<file path="src/hw/rtl/pd_scp_pkg.sv">
`default_nettype none

package pd_scp_pkg;

	localparam int MAX_ENTRIES_DEF = 10;
	// bytes at or past this position are dropped
	localparam int MAX_MSG_BYTES = 48;

	localparam logic [1:0] OP_LOAD  = 2'd0;
	localparam logic [1:0] OP_CHECK = 2'd1;
	localparam logic [1:0] OP_LIMIT = 2'd2;
	localparam logic [1:0] OP_COUNT = 2'd3;

	localparam logic [1:0] RK_ENTRY = 2'd0;
	localparam logic [1:0] RK_ERROR = 2'd1;
	localparam logic [1:0] RK_QUERY = 2'd2;

	localparam logic [2:0] KIND_EMPTY = 3'd0;
	localparam logic [2:0] KIND_FIXED = 3'd1;
	localparam logic [2:0] KIND_PPS   = 3'd2;
	localparam logic [2:0] KIND_AVS   = 3'd3;
	localparam logic [2:0] KIND_RSVD  = 3'd4;

	localparam logic [1:0] PDO_FIXED = 2'd0;
	localparam logic [1:0] PDO_APDO  = 2'd3;
	localparam logic [1:0] APDO_PPS  = 2'd0;
	localparam logic [1:0] APDO_AVS  = 2'd1;

	localparam logic [15:0] FIXED_MV_STEP = 16'd50;
	localparam logic [15:0] FIXED_MA_STEP = 16'd10;
	localparam logic [15:0] APDO_MV_STEP  = 16'd100;
	localparam logic [15:0] PPS_MA_STEP   = 16'd50;

	typedef enum logic [1:0] {
		ST_IDLE,
		ST_LOAD,
		ST_WALK,
		ST_REPLY
	} state_t;

	typedef struct packed {
		logic [1:0]  opcode;
		logic [7:0]  msg_byte;
		logic        first_byte;
		logic [15:0] req_mv;
		logic [1:0]  limit_kind;
		logic        want_max;
	} cmd_t;

	typedef struct packed {
		logic [1:0]  result_kind;
		logic [3:0]  entry_index;
		logic [2:0]  entry_kind;
		logic [15:0] value_a;
		logic [15:0] value_b;
		logic [15:0] value_c;
		logic        last_entry;
		logic        found;
		logic [15:0] limit_mv;
		logic [3:0]  fixed_count;
		logic        has_pps;
		logic        has_avs;
	} res_t;

	typedef struct packed {
		logic [2:0]  kind;
		logic [15:0] val_a;
		logic [15:0] val_b;
		logic [15:0] val_c;
	} entry_t;

	typedef struct packed {
		logic clr;
		logic wr_en;
		logic rd_en;
	} tbl_ctl_t;

	function automatic entry_t decode_pdo(input logic [31:0] w);
		entry_t e;
		e = '0;
		e.kind = KIND_RSVD;
		if (w[31:30] == PDO_FIXED) begin
			e.kind  = KIND_FIXED;
			e.val_a = {6'd0, w[19:10]} * FIXED_MV_STEP;
			e.val_b = {6'd0, w[9:0]} * FIXED_MA_STEP;
		end else if (w[31:30] == PDO_APDO) begin
			if (w[29:28] == APDO_PPS) begin
				e.kind  = KIND_PPS;
				e.val_a = {8'd0, w[15:8]} * APDO_MV_STEP;
				e.val_b = {8'd0, w[24:17]} * APDO_MV_STEP;
				e.val_c = {9'd0, w[6:0]} * PPS_MA_STEP;
			end else if (w[29:28] == APDO_AVS) begin
				e.kind  = KIND_AVS;
				e.val_a = {8'd0, w[15:8]} * APDO_MV_STEP;
				e.val_b = {7'd0, w[25:17]} * APDO_MV_STEP;
				e.val_c = {8'd0, w[7:0]};
			end
		end
		return e;
	endfunction

endpackage

`default_nettype wire

</file>
<file path="src/hw/rtl/pd_source_cap_parser.sv">
`default_nettype none

// Source_Capabilities parser. Message bytes (opcode load) arrive least significant
// byte first; each byte is accepted in idle and handled in the load state before
// the next is taken, and every fourth object byte writes one decoded entry into
// the table and emits it. A query (check voltage, PPS/AVS limit, fixed count)
// walks the table through its single read port, one slot per cycle. The table
// comes out of reset empty with no clearing pass. One result register sits on the
// output, so a new command is taken while an earlier result waits; the block
// stalls only when a second result is ready.
module pd_source_cap_parser #(
	parameter int MAX_ENTRIES = pd_scp_pkg::MAX_ENTRIES_DEF
) (
	input  wire                   clk,
	input  wire                   arst_n,
	input  wire                   cmd_valid,
	output logic                  cmd_ready,
	input  wire pd_scp_pkg::cmd_t cmd,
	output logic                  res_valid,
	input  wire                   res_ready,
	output pd_scp_pkg::res_t      res
);

	localparam int IDX_W = (MAX_ENTRIES > 1) ? $clog2(MAX_ENTRIES) : 1;
	localparam int CNT_W = $clog2(MAX_ENTRIES + 1);

	pd_scp_pkg::state_t state_q, state_n;
	pd_scp_pkg::cmd_t   item_q;
	pd_scp_pkg::res_t   res_q;
	pd_scp_pkg::res_t   qry_res;
	logic               res_valid_q;
	logic               out_free;

	// message parser state
	logic [5:0]  pos_q;
	logic [15:0] hdr_q;
	logic [2:0]  cnt_q;
	logic [31:0] word_q;
	logic        err_q;

	logic [5:0]  ld_pos, ld_pos_n, ld_off, ld_rel;
	logic [15:0] ld_hdr, ld_hdr_n;
	logic [2:0]  ld_cnt, ld_cnt_n;
	logic [31:0] ld_word, ld_word_n;
	logic        ld_err, ld_err_n;
	logic [3:0]  ld_idx;
	logic        ld_res_en, ld_wr_en;
	pd_scp_pkg::res_t   ld_res;
	pd_scp_pkg::entry_t ld_entry;
	logic        ld_go, rep_go, accept;

	// table walk
	logic [CNT_W-1:0] walk_idx_q;
	logic             walk_issue;
	logic             rd_vld_s1, rd_last_s1;
	logic             found_q, lim_done_q, pps_q, avs_q;
	logic [15:0]      limit_q;
	logic [3:0]       count_q;

	pd_scp_pkg::tbl_ctl_t tbl_ctl;
	pd_scp_pkg::entry_t   rd_entry;

	assign accept   = cmd_valid && cmd_ready;
	assign out_free = !res_valid_q || res_ready;

	pd_scp_table #(
		.DEPTH(MAX_ENTRIES),
		.IDX_W(IDX_W)
	) u_table (
		.clk    (clk),
		.arst_n (arst_n),
		.ctl    (tbl_ctl),
		.wr_idx (ld_idx[IDX_W-1:0]),
		.wr_data(ld_entry),
		.rd_idx (walk_idx_q[IDX_W-1:0]),
		.rd_data(rd_entry)
	);

	// byte load: a start mark clears everything before the byte is taken
	always_comb begin
		ld_pos  = item_q.first_byte ? '0 : pos_q;
		ld_hdr  = item_q.first_byte ? '0 : hdr_q;
		ld_cnt  = item_q.first_byte ? '0 : cnt_q;
		ld_word = item_q.first_byte ? '0 : word_q;
		ld_err  = item_q.first_byte ? 1'b0 : err_q;
		ld_off  = ld_hdr[15] ? 6'd4 : 6'd2;
		ld_rel  = ld_pos - ld_off;
		ld_idx  = ld_rel[5:2];

		ld_pos_n  = ld_pos;
		ld_hdr_n  = ld_hdr;
		ld_cnt_n  = ld_cnt;
		ld_word_n = ld_word;
		ld_err_n  = ld_err;
		ld_res_en = 1'b0;
		ld_wr_en  = 1'b0;
		ld_res    = '0;
		ld_entry  = '0;

		if (!ld_err && ({1'b0, ld_pos} < 7'(pd_scp_pkg::MAX_MSG_BYTES))) begin
			if (ld_pos != 6'd63) begin
				ld_pos_n = ld_pos + 6'd1;
			end
			if (ld_pos == 6'd0) begin
				ld_hdr_n[7:0] = item_q.msg_byte;
			end else if (ld_pos == 6'd1) begin
				ld_hdr_n[15:8] = item_q.msg_byte;
				ld_cnt_n       = item_q.msg_byte[6:4];
				if (item_q.msg_byte[6:4] == 3'd0 ||
				    5'(item_q.msg_byte[6:4]) > 5'(MAX_ENTRIES)) begin
					ld_err_n           = 1'b1;
					ld_res_en          = 1'b1;
					ld_res.result_kind = pd_scp_pkg::RK_ERROR;
				end
			end else if (ld_pos >= ld_off && 5'(ld_idx) < 5'(ld_cnt) &&
			             5'(ld_idx) < 5'(MAX_ENTRIES)) begin
				if (ld_rel[1:0] == 2'd0) begin
					ld_word_n = {24'd0, item_q.msg_byte};
				end else begin
					ld_word_n = ld_word | (32'(item_q.msg_byte) << {ld_rel[1:0], 3'd0});
				end
				if (ld_rel[1:0] == 2'd3) begin
					ld_entry           = pd_scp_pkg::decode_pdo(ld_word_n);
					ld_wr_en           = 1'b1;
					ld_res_en          = 1'b1;
					ld_res.result_kind = pd_scp_pkg::RK_ENTRY;
					ld_res.entry_index = ld_idx;
					ld_res.entry_kind  = ld_entry.kind;
					ld_res.value_a     = ld_entry.val_a;
					ld_res.value_b     = ld_entry.val_b;
					ld_res.value_c     = ld_entry.val_c;
					ld_res.last_entry  = (5'(ld_idx) + 5'd1) == 5'(ld_cnt);
				end
			end
		end
	end

	always_comb begin
		qry_res             = '0;
		qry_res.result_kind = pd_scp_pkg::RK_QUERY;
		qry_res.found       = found_q;
		qry_res.limit_mv    = limit_q;
		qry_res.fixed_count = count_q;
		qry_res.has_pps     = pps_q;
		qry_res.has_avs     = avs_q;
	end

	// next state
	always_comb begin
		state_n = state_q;
		unique case (state_q)
			pd_scp_pkg::ST_IDLE: begin
				if (cmd_valid) begin
					state_n = (cmd.opcode == pd_scp_pkg::OP_LOAD) ?
						pd_scp_pkg::ST_LOAD : pd_scp_pkg::ST_WALK;
				end
			end
			pd_scp_pkg::ST_LOAD: begin
				if (ld_go) begin
					state_n = pd_scp_pkg::ST_IDLE;
				end
			end
			pd_scp_pkg::ST_WALK: begin
				if (rd_vld_s1 && rd_last_s1) begin
					state_n = pd_scp_pkg::ST_REPLY;
				end
			end
			pd_scp_pkg::ST_REPLY: begin
				if (out_free) begin
					state_n = pd_scp_pkg::ST_IDLE;
				end
			end
			default: state_n = pd_scp_pkg::ST_IDLE;
		endcase
	end

	// state outputs
	always_comb begin
		cmd_ready     = 1'b0;
		ld_go         = 1'b0;
		rep_go        = 1'b0;
		walk_issue    = 1'b0;
		unique case (state_q)
			pd_scp_pkg::ST_IDLE:  cmd_ready = 1'b1;
			pd_scp_pkg::ST_LOAD:  ld_go = !ld_res_en || out_free;
			pd_scp_pkg::ST_WALK:  walk_issue = walk_idx_q < CNT_W'(MAX_ENTRIES);
			pd_scp_pkg::ST_REPLY: rep_go = out_free;
			default: ;
		endcase
		tbl_ctl.clr   = ld_go && item_q.first_byte;
		tbl_ctl.wr_en = ld_go && ld_wr_en;
		tbl_ctl.rd_en = walk_issue;
	end

	always_ff @(posedge clk or negedge arst_n) begin
		if (!arst_n) begin
			state_q     <= pd_scp_pkg::ST_IDLE;
			res_valid_q <= 1'b0;
			pos_q       <= '0;
			hdr_q       <= '0;
			cnt_q       <= '0;
			word_q      <= '0;
			err_q       <= 1'b0;
			walk_idx_q  <= '0;
			rd_vld_s1   <= 1'b0;
			rd_last_s1  <= 1'b0;
			found_q     <= 1'b0;
			lim_done_q  <= 1'b0;
			pps_q       <= 1'b0;
			avs_q       <= 1'b0;
			limit_q     <= '0;
			count_q     <= '0;
		end else begin
			state_q <= state_n;

			if ((ld_go && ld_res_en) || rep_go) begin
				res_valid_q <= 1'b1;
			end else if (res_ready) begin
				res_valid_q <= 1'b0;
			end

			if (ld_go) begin
				pos_q  <= ld_pos_n;
				hdr_q  <= ld_hdr_n;
				cnt_q  <= ld_cnt_n;
				word_q <= ld_word_n;
				err_q  <= ld_err_n;
			end

			if (accept) begin
				walk_idx_q <= '0;
				found_q    <= 1'b0;
				lim_done_q <= 1'b0;
				pps_q      <= 1'b0;
				avs_q      <= 1'b0;
				limit_q    <= '0;
				count_q    <= '0;
			end else if (walk_issue) begin
				walk_idx_q <= walk_idx_q + CNT_W'(1);
			end

			rd_vld_s1  <= walk_issue;
			rd_last_s1 <= walk_issue && (walk_idx_q == CNT_W'(MAX_ENTRIES - 1));

			if (rd_vld_s1) begin
				if (rd_entry.kind == pd_scp_pkg::KIND_FIXED) begin
					count_q <= count_q + 4'd1;
					if (rd_entry.val_a == item_q.req_mv) begin
						found_q <= 1'b1;
					end
				end else if (rd_entry.kind == pd_scp_pkg::KIND_PPS ||
				             rd_entry.kind == pd_scp_pkg::KIND_AVS) begin
					if (rd_entry.val_a <= item_q.req_mv && item_q.req_mv <= rd_entry.val_b) begin
						found_q <= 1'b1;
					end
					if (rd_entry.kind == pd_scp_pkg::KIND_PPS) begin
						pps_q <= 1'b1;
					end else begin
						avs_q <= 1'b1;
					end
					// first entry of the requested range type wins
					if (!lim_done_q && {1'b0, item_q.limit_kind} == rd_entry.kind) begin
						limit_q    <= item_q.want_max ? rd_entry.val_b : rd_entry.val_a;
						lim_done_q <= 1'b1;
					end
				end
			end
		end
	end

	always_ff @(posedge clk) begin
		if (accept) begin
			item_q <= cmd;
		end
		if (ld_go && ld_res_en) begin
			res_q <= ld_res;
		end else if (rep_go) begin
			res_q <= qry_res;
		end
	end

	assign res_valid = res_valid_q;
	assign res       = res_q;

endmodule

`default_nettype wire

</file>
<file path="src/hw/rtl/pd_scp_table.sv">
`default_nettype none

module pd_scp_table #(
	parameter int DEPTH = pd_scp_pkg::MAX_ENTRIES_DEF,
	parameter int IDX_W = (DEPTH > 1) ? $clog2(DEPTH) : 1
) (
	input  wire                      clk,
	input  wire                      arst_n,
	input  wire pd_scp_pkg::tbl_ctl_t ctl,
	input  wire [IDX_W-1:0]          wr_idx,
	input  wire pd_scp_pkg::entry_t  wr_data,
	input  wire [IDX_W-1:0]          rd_idx,
	output pd_scp_pkg::entry_t       rd_data
);

	pd_scp_pkg::entry_t mem_q [DEPTH];
	pd_scp_pkg::entry_t mem_rd_q;
	logic [DEPTH-1:0]   vld_q;
	logic               hit_s1;

	always_ff @(posedge clk) begin
		if (ctl.wr_en) begin
			mem_q[wr_idx] <= wr_data;
		end
		if (ctl.rd_en) begin
			mem_rd_q <= mem_q[rd_idx];
		end
	end

	// one valid bit per slot; an unwritten slot reads as empty
	always_ff @(posedge clk or negedge arst_n) begin
		if (!arst_n) begin
			vld_q  <= '0;
			hit_s1 <= 1'b0;
		end else begin
			if (ctl.clr) begin
				vld_q <= '0;
			end else if (ctl.wr_en) begin
				vld_q[wr_idx] <= 1'b1;
			end
			if (ctl.rd_en) begin
				hit_s1 <= vld_q[rd_idx];
			end
		end
	end

	assign rd_data = hit_s1 ? mem_rd_q : '0;

endmodule

`default_nettype wire

</file>
<file path="config.mk">
export PLATFORM = sky130hd
export DESIGN_NAME = pd_source_cap_parser
export DESIGN_NICKNAME = d
export VERILOG_FILES = /design/src/hw/rtl/pd_scp_pkg.sv /design/src/hw/rtl/pd_source_cap_parser.sv /design/src/hw/rtl/pd_scp_table.sv
export SDC_FILE = /design/constraint.sdc
export NUM_CORES = 1
export LEC_CHECK = 0
export BUFFER_PORTS_ARGS = -buffer_cell sky130_fd_sc_hd__buf_2
export CAP_MARGIN = 5
export CORE_ASPECT_RATIO = 0.8
export CORE_MARGIN = 2
export CORE_UTILIZATION = 30
export DETAILED_ROUTE_END_ITERATION = 10
export GPL_TIMING_DRIVEN = 0
export PLACE_DENSITY = 0.52
export SLEW_MARGIN = 20
export SYNTH_ARGS = -nofsm -noshare
export SYNTH_HDL_FRONTEND = slang
export SYNTH_SLANG_ARGS = --single-unit
</file>
<file path="constraint.sdc">
create_clock -name clk -period 13.7 [get_ports clk]
set_clock_uncertainty 0.05 [all_clocks]
set_input_delay 1.37 -clock clk [delete_from_list [all_inputs] [get_ports clk]]
set_output_delay 1.37 -clock clk [all_outputs]
set_load 0.005 [all_outputs]
</file>
* Word level (Yosys, flattened, before mapping)
Memory sizes are Yosys's and may differ from the RTL's. A register that Yosys moved wholly into a read port is not among the register bits.
Index checks and enable logic that the tools add are counted.
** Cells by class
- $add $sub $neg :: 5
- Multiply operators :: 6
- Magnitude comparators :: 10
- Equality and inequality tests :: 19
- Shifts and indexed selects :: 1
- Mux-type cells :: 109
- Bitwise operators :: 2
- Reduce and logical (&&, ||, !) cells :: 32
** Operators by type and width (count)
- 51-bit two-way mux :: 9
- 32-bit two-way mux :: 10
- 56-bit two-way mux :: 3
- 81-bit two-way mux :: 2
- 16-bit two-way mux :: 9
- 58-bit two-way mux :: 2
- 1-bit two-way mux :: 46
- 35-bit two-way mux :: 1
- 16-bit less-or-equal comparator :: 2
- 32-bit OR :: 1
- 8-bit by 5-bit left shift with 32-bit output :: 1
- 8-bit by 5-bit multiplier with 13-bit output, second input constant :: 2
- 8-bit two-way mux :: 3
- 10-bit two-way mux :: 2
- 4-bit two-way mux :: 5
- 6-bit two-way mux :: 3
- 16-bit == test :: 1
- 10-bit by 5-bit multiplier with 15-bit output, second input constant :: 1
- 3-bit two-way mux :: 5
- 9-bit by 5-bit multiplier with 14-bit output, second input constant :: 1
- 10-bit by 3-bit multiplier with 13-bit output, second input constant :: 1
- 1-bit logical AND :: 12
- 7-bit by 5-bit multiplier with 12-bit output, second input constant :: 1
- 2-bit two-way mux :: 6
- 31 further kinds :: 55
** Storage, ports and cells
- Register bits :: 211
- RAM bits :: 510
- Input bits :: 34
- Output and inout port bits :: 83
- Word-level logic and storage cells :: 220
- Memories kept :: 1
** Memory list
- u_table.mem_q :: depth 10, bits a word 51, read ports 1, clocked after memory_dff 1, wr ports 1, line pd_scp_table.sv:16 : pd_scp_pkg::entry_t mem_q [DEPTH];

* Longest topological paths before layout
- Word-level depth :: 21
- Depth in mapped cells :: 23
- Gate-level depth less buffers :: 20

* Modules after synthesis
From an unflattened synthesis, not the netlist that was laid out.
** Second synthesis, totals
- Cell total of the unflattened synthesis :: 2310
- Area total of the unflattened synthesis :: 33916.3 um2
** Modules (own cells, without submodules)
- pd_scp_table :: times used 1, cells each 1046, area an instance 21640.8 um2
- pd_source_cap_parser :: times used 1, cells each 1264, area an instance 12275.5 um2

* Worst setup path before layout
Ideal clock, no wire load.
- Kind :: flip-flop to flip-flop
- Start :: register item_q[19] (netlist name)
- End :: memory u_table.mem_q[5][17] (netlist name), enable pin
- Data arrival time :: 4.988 ns
- Slack :: 8.238 ns
- Stages on the path, launching flop included :: 17
- Path buffers :: 3
- Period minus slack after synthesis :: 5.462 ns
- Cells stage by stage :: edfxtp_1 clkbuf_1 clkbuf_1 clkbuf_1 nand2b_1 ha_1 inv_1 fa_1 xnor2_1 ha_1 nor2b_1 o21ai_0 and4b_1 nand4_4 nor2_1 nand2_1 nor2_1
** On the way
- Word-level cells in the longest chain between the ends :: 16
- Elaborated cells on any way between the ends :: 31
- Those cells by class :: add/sub (1); order compare (4); eq/ne (2); mux (16); reduce/logical (8)
** RTL lines
- from (decl) :: line pd_source_cap_parser.sv:28 : pd_scp_pkg::cmd_t item_q;
- from (signal assigned) :: line pd_source_cap_parser.sv:273 : item_q <= cmd;
- 16-bit two-way mux :: line pd_source_cap_parser.sv:82 : ld_hdr = item_q.first_byte ? '0 : hdr_q;
- 3-bit two-way mux :: line pd_source_cap_parser.sv:86 : ld_off = ld_hdr[15] ? 6'd4 : 6'd2;
- 6-bit by 3-bit subtractor with 6-bit output :: line pd_source_cap_parser.sv:87 : ld_rel = ld_pos - ld_off;
- 4-bit by 3-bit less-than comparator with 1-bit output :: line pd_source_cap_parser.sv:115 : end else if (ld_pos >= ld_off && 5'(ld_idx) < 5'(ld_cnt) &&
- 1-bit logical AND (2 in series) :: line pd_source_cap_parser.sv:115
- 1-bit two-way mux :: line pd_source_cap_parser.sv:115
- 1-bit two-way mux :: line pd_source_cap_parser.sv:106 : end else if (ld_pos == 6'd1) begin
- 1-bit two-way mux :: line pd_source_cap_parser.sv:104 : if (ld_pos == 6'd0) begin
- 1-bit two-way mux :: line pd_source_cap_parser.sv:100 : if (!ld_err && ({1'b0, ld_pos} < 7'(pd_scp_pkg::MAX_MSG_BYTES))) begin
- 1-bit logical NOT :: line pd_source_cap_parser.sv:185 : pd_scp_pkg::ST_LOAD: ld_go = !ld_res_en || out_free;
- 1-bit logical OR :: line pd_source_cap_parser.sv:185
- 1-bit two-way mux :: line pd_source_cap_parser.sv:183 : unique case (state_q)
- 1-bit logical AND :: line pd_source_cap_parser.sv:191 : tbl_ctl.wr_en = ld_go && ld_wr_en;
- 1-bit two-way mux :: line pd_scp_table.sv:22 : if (ctl.wr_en) begin
- 1-bit two-way mux (not written as such) :: line pd_scp_table.sv:23 : mem_q[wr_idx] <= wr_data;
- to (decl) :: line pd_scp_table.sv:16
Several ways; a longest one is shown, not always the timed one.

==> results.txt <==
drc violations: 0
R2R Setup Slk: 6010 ps
nature of the critical path endpoint: flop
crit path max fanout: 10
post-cts sizing count: 0
Psw: 0.00228 W
DP Cell Count: 3252
Peak VDD IR: 91.9 uV
Max Slew Vio Count: 0
top post-synthesis cells by count: 444 x edfxtp_1, 169 x ha_1, 125 x nand2_1, 104 x a21oi_1, 90 x nor2_1
pin count of the biggest net entering global routing: 61
Synth warnings: 0
Setup violations, final: 0
final wirelength: 74.1 mm
vias: 16.9k
FFs w/ async S/R, synth: 15.4%
DP HPWL: 53.8 mm
GRT Total Usage: 16.6%
core area: 87300 um2
total die area: 90100 um2
htree depth: 2
Hold-fix buffers, CTS: 0
max incr delay on CP: 910 ps
LEAKAGE: 12.1 nW
share of layout cells above drive strength 1: 15.2%
max_slew headroom: 22.4%
Post-synth EDFFs: 444
total iterations of the first detailed-routing run: 7
antenna violations before repair: 4
cell taking the most area after synthesis: edfxtp_1
switching share of total power: 37.5%
Crit Path Class: reg -> reg
GRT overflow: 0
setup TNS: 0 ps
vias per cell: 5.04
# IOs: 117
worst hold path class: reg -> reg
WP data required: 13910 ps
Unique masters post-synth: 77
Row Count: 97
chip width: 335 um
Clock Path Buffers: 3
Period minus WS final: 7690 ps
final hold violations: 0
FF-to-FF path depth: 20
Synth area leaders: edfxtp_1 51%, dfrtp_1 8.1%, ha_1 8.0%
Yosys reg bits: 552
Flop pwr share: 35.7%
non-filler cells, final: 3359
Layout area overhead: 16.8%
vias in the first global route: 17.2k
worst-skew pair later-pin latency: 630 ps
max_cap viols: 0
area share of the largest cell type after synthesis: 50.7%
Worst-path clk slew: 60 ps
register area share after synthesis: 60.5%
synthesized area per cell: 13.7 um2
Synth Cell Area: 26300 um2
internal power: 0.00381 W
RSZ-0062 raised after global routing: no
Layout Nets: 2390
CTS tree: built
die outline height: 269 um
worst slew pin tran: 1160 ps
critical-path cell list: clkbuf_1 -> clkbuf_1 -> clkbuf_1 -> nand2b_1 -> ha_1 -> nor2_1 -> a21oi_1 -> nor2_1 -> inv_1 -> ha_1 -> inv_1 -> ha_1 -> ha_1 -> fa_1 -> nand3_1 -> nand2_1 -> a31oi_1 -> a221o_1 -> o21ai_0 -> a21oi_1
post-route clock period utilization: 56.2%
r2r endpoint: u_table.mem_q[8][28]
Initial Util: 30.1%
Startpoint Class: flop
Port Buffers: 111
PD cells: 198 nW/um2
most used cell, CP: ha_1
post-CTS setup buffers: 0
worst hold stages: 2
wire length per cell: 22.1 um
RR Startpoint: item_q[19]
Main synth FF type: edfxtp_1
Clock Power Share: 25.7%
status: complete, no violations
combinational share of power: 38.6%
fmax: 130 MHz
first-pass GRT wire length: 111 mm
Iteration-0 DRC Markers: 1440
GP Congestion: 0.889
Sink Count: 552
Worst EP arrival: 7900 ps
slowest library cell on the worst path: a21oi_1
Worst Hold Endpoint: res[6]
CTS buffer count: 55
clk root buf: clkbuf_16
hold_sp: res[6]
most frequent cell after synthesis: edfxtp_1
antenna-violating nets left: 0
synthesized instance count: 1920
==> cells in the final DEF (no fill, tap or decap), drive strengths merged, types with 5 or more instances in the layout <==
master  instances
buf           151
bufinv          7
o21a           11
conb           72
a31oi          19
o21ai          87
mux2i          38
nor2b          81
fa             16
dfrtp          85
a21oi         105
xor2           24
o22ai           9
nand2b         14
nand3          42
ha            169
clkinv         23
nor2           90
nand2         125
xnor2          22
or3             6
and3           10
and2           40
nand3b          6
clkbuf        133
nor3b           5
a22o           42
o31ai           5
dfxtp          23
a22oi           9
a211oi         43
nor3           22
edfxtp        444
inv            88
a21o           20
mux4           68
==> through the flow <==
stage | setup slack, ps | area [um2] | hold WS [ps] | total power (W) | util, %
floorplan | 8240 | 26600 | 384 | 0.00370 | -
global route | 5520 | 30700 | 434 | 0.00646 | 35.2
detailed placement | 6120 | 28900 | 404 | 0.00454 | 33.1
global placement | 4960 | 28500 | 397 | 0.00446 | 32.7
CTS | 6090 | 30700 | 411 | 0.00612 | 35.2
finish | 6010 | 30700 | 408 | 0.00610 | 35.2
==> power groups by stage <==
stage	combinational [W]	clock [W]	sequential (W)
floorplan	0.00153	0	0.00217
global route	0.00260	0.00168	0.00219
finish	0.00235	0.00157	0.00218
detailed placement	0.00233	0	0.00221
global placement	0.00224	0	0.00222
CTS	0.00234	0.00161	0.00218
==> layout make-up <==
cell class / instances / area, um2
fill: 8406 / 56500
sequential: 552 / 15900
multi-input combinational: 1260 / 10000
clock buffer: 65 / 1450
tap: 1138 / 1420
timing repair buffer: 123 / 802
buffer: 96 / 408
clock inverter: 39 / 403
inverter: 83 / 312
antenna: 3 / 7.51
==> how the worst max path moves through the flow <==
stage | start | endpoint | slack [ps] | cells after the start
floorplan | item_q[19] | u_table.mem_q[5][17] | 8240 | 16
global placement | item_q[19] | u_table.mem_q[5][28] | 4960 | 16
detailed placement | item_q[19] | u_table.mem_q[6][29] | 6120 | 21
CTS | item_q[19] | u_table.mem_q[3][29] | 6090 | 21
global route | item_q[19] | u_table.mem_q[8][27] | 5520 | 21
finish | item_q[19] | u_table.mem_q[8][28] | 6010 | 20
==> kinds of logic after synthesis <==
| kind of cell | count (synthesis) | synth area share, % |
|---|---|---|
| buffers and inverters | 179 | 2.73 |
| multiplexers | 108 | 7.35 |
| other | 1 | 0.0143 |
| AND/OR/NAND/NOR | 460 | 8.90 |
| flip-flops | 552 | 60.5 |
| adder cells (fa/ha/maj) | 185 | 9.26 |
| AO/OA/AOI/OAI | 389 | 9.67 |
| XOR/XNOR | 46 | 1.56 |
==> registers in the layout, indices dropped and copies added (netlist names), 2 cells and up <==
| name | cells |
|---|---|
| u_table.mem_q | 330 |
| walk_idx_q | 4 |
| state_q | 2 |
| item_q | 28 |
| pos_q | 6 |
| res | 76 |
| cnt_q | 3 |
| u_table.vld_q | 10 |
| limit_q | 16 |
| word_q | 30 |
| u_table.mem_rd_q | 33 |
| count_q | 4 |
==> critical path, delay by kind of cell (launching register included) <==
kind,cells,cell delay (ps)
AOI/OAI and AO/OA,5,1790
buffers and inverters,5,1780
adders and majority gates,5,1760
and+or+nand+nor,5,1470
DFF,1,480
==> metal layers <==
layer  up-vias  GRT usage, %  part of all wire (%)
li1       7691             -                     -
met1      8623          24.5                    49
met2       504          24.5                    42
met3       103          3.34                   6.7
met4         0          4.80                   2.6
met5         -             0                     0
(Power assumes the default switching activity.)
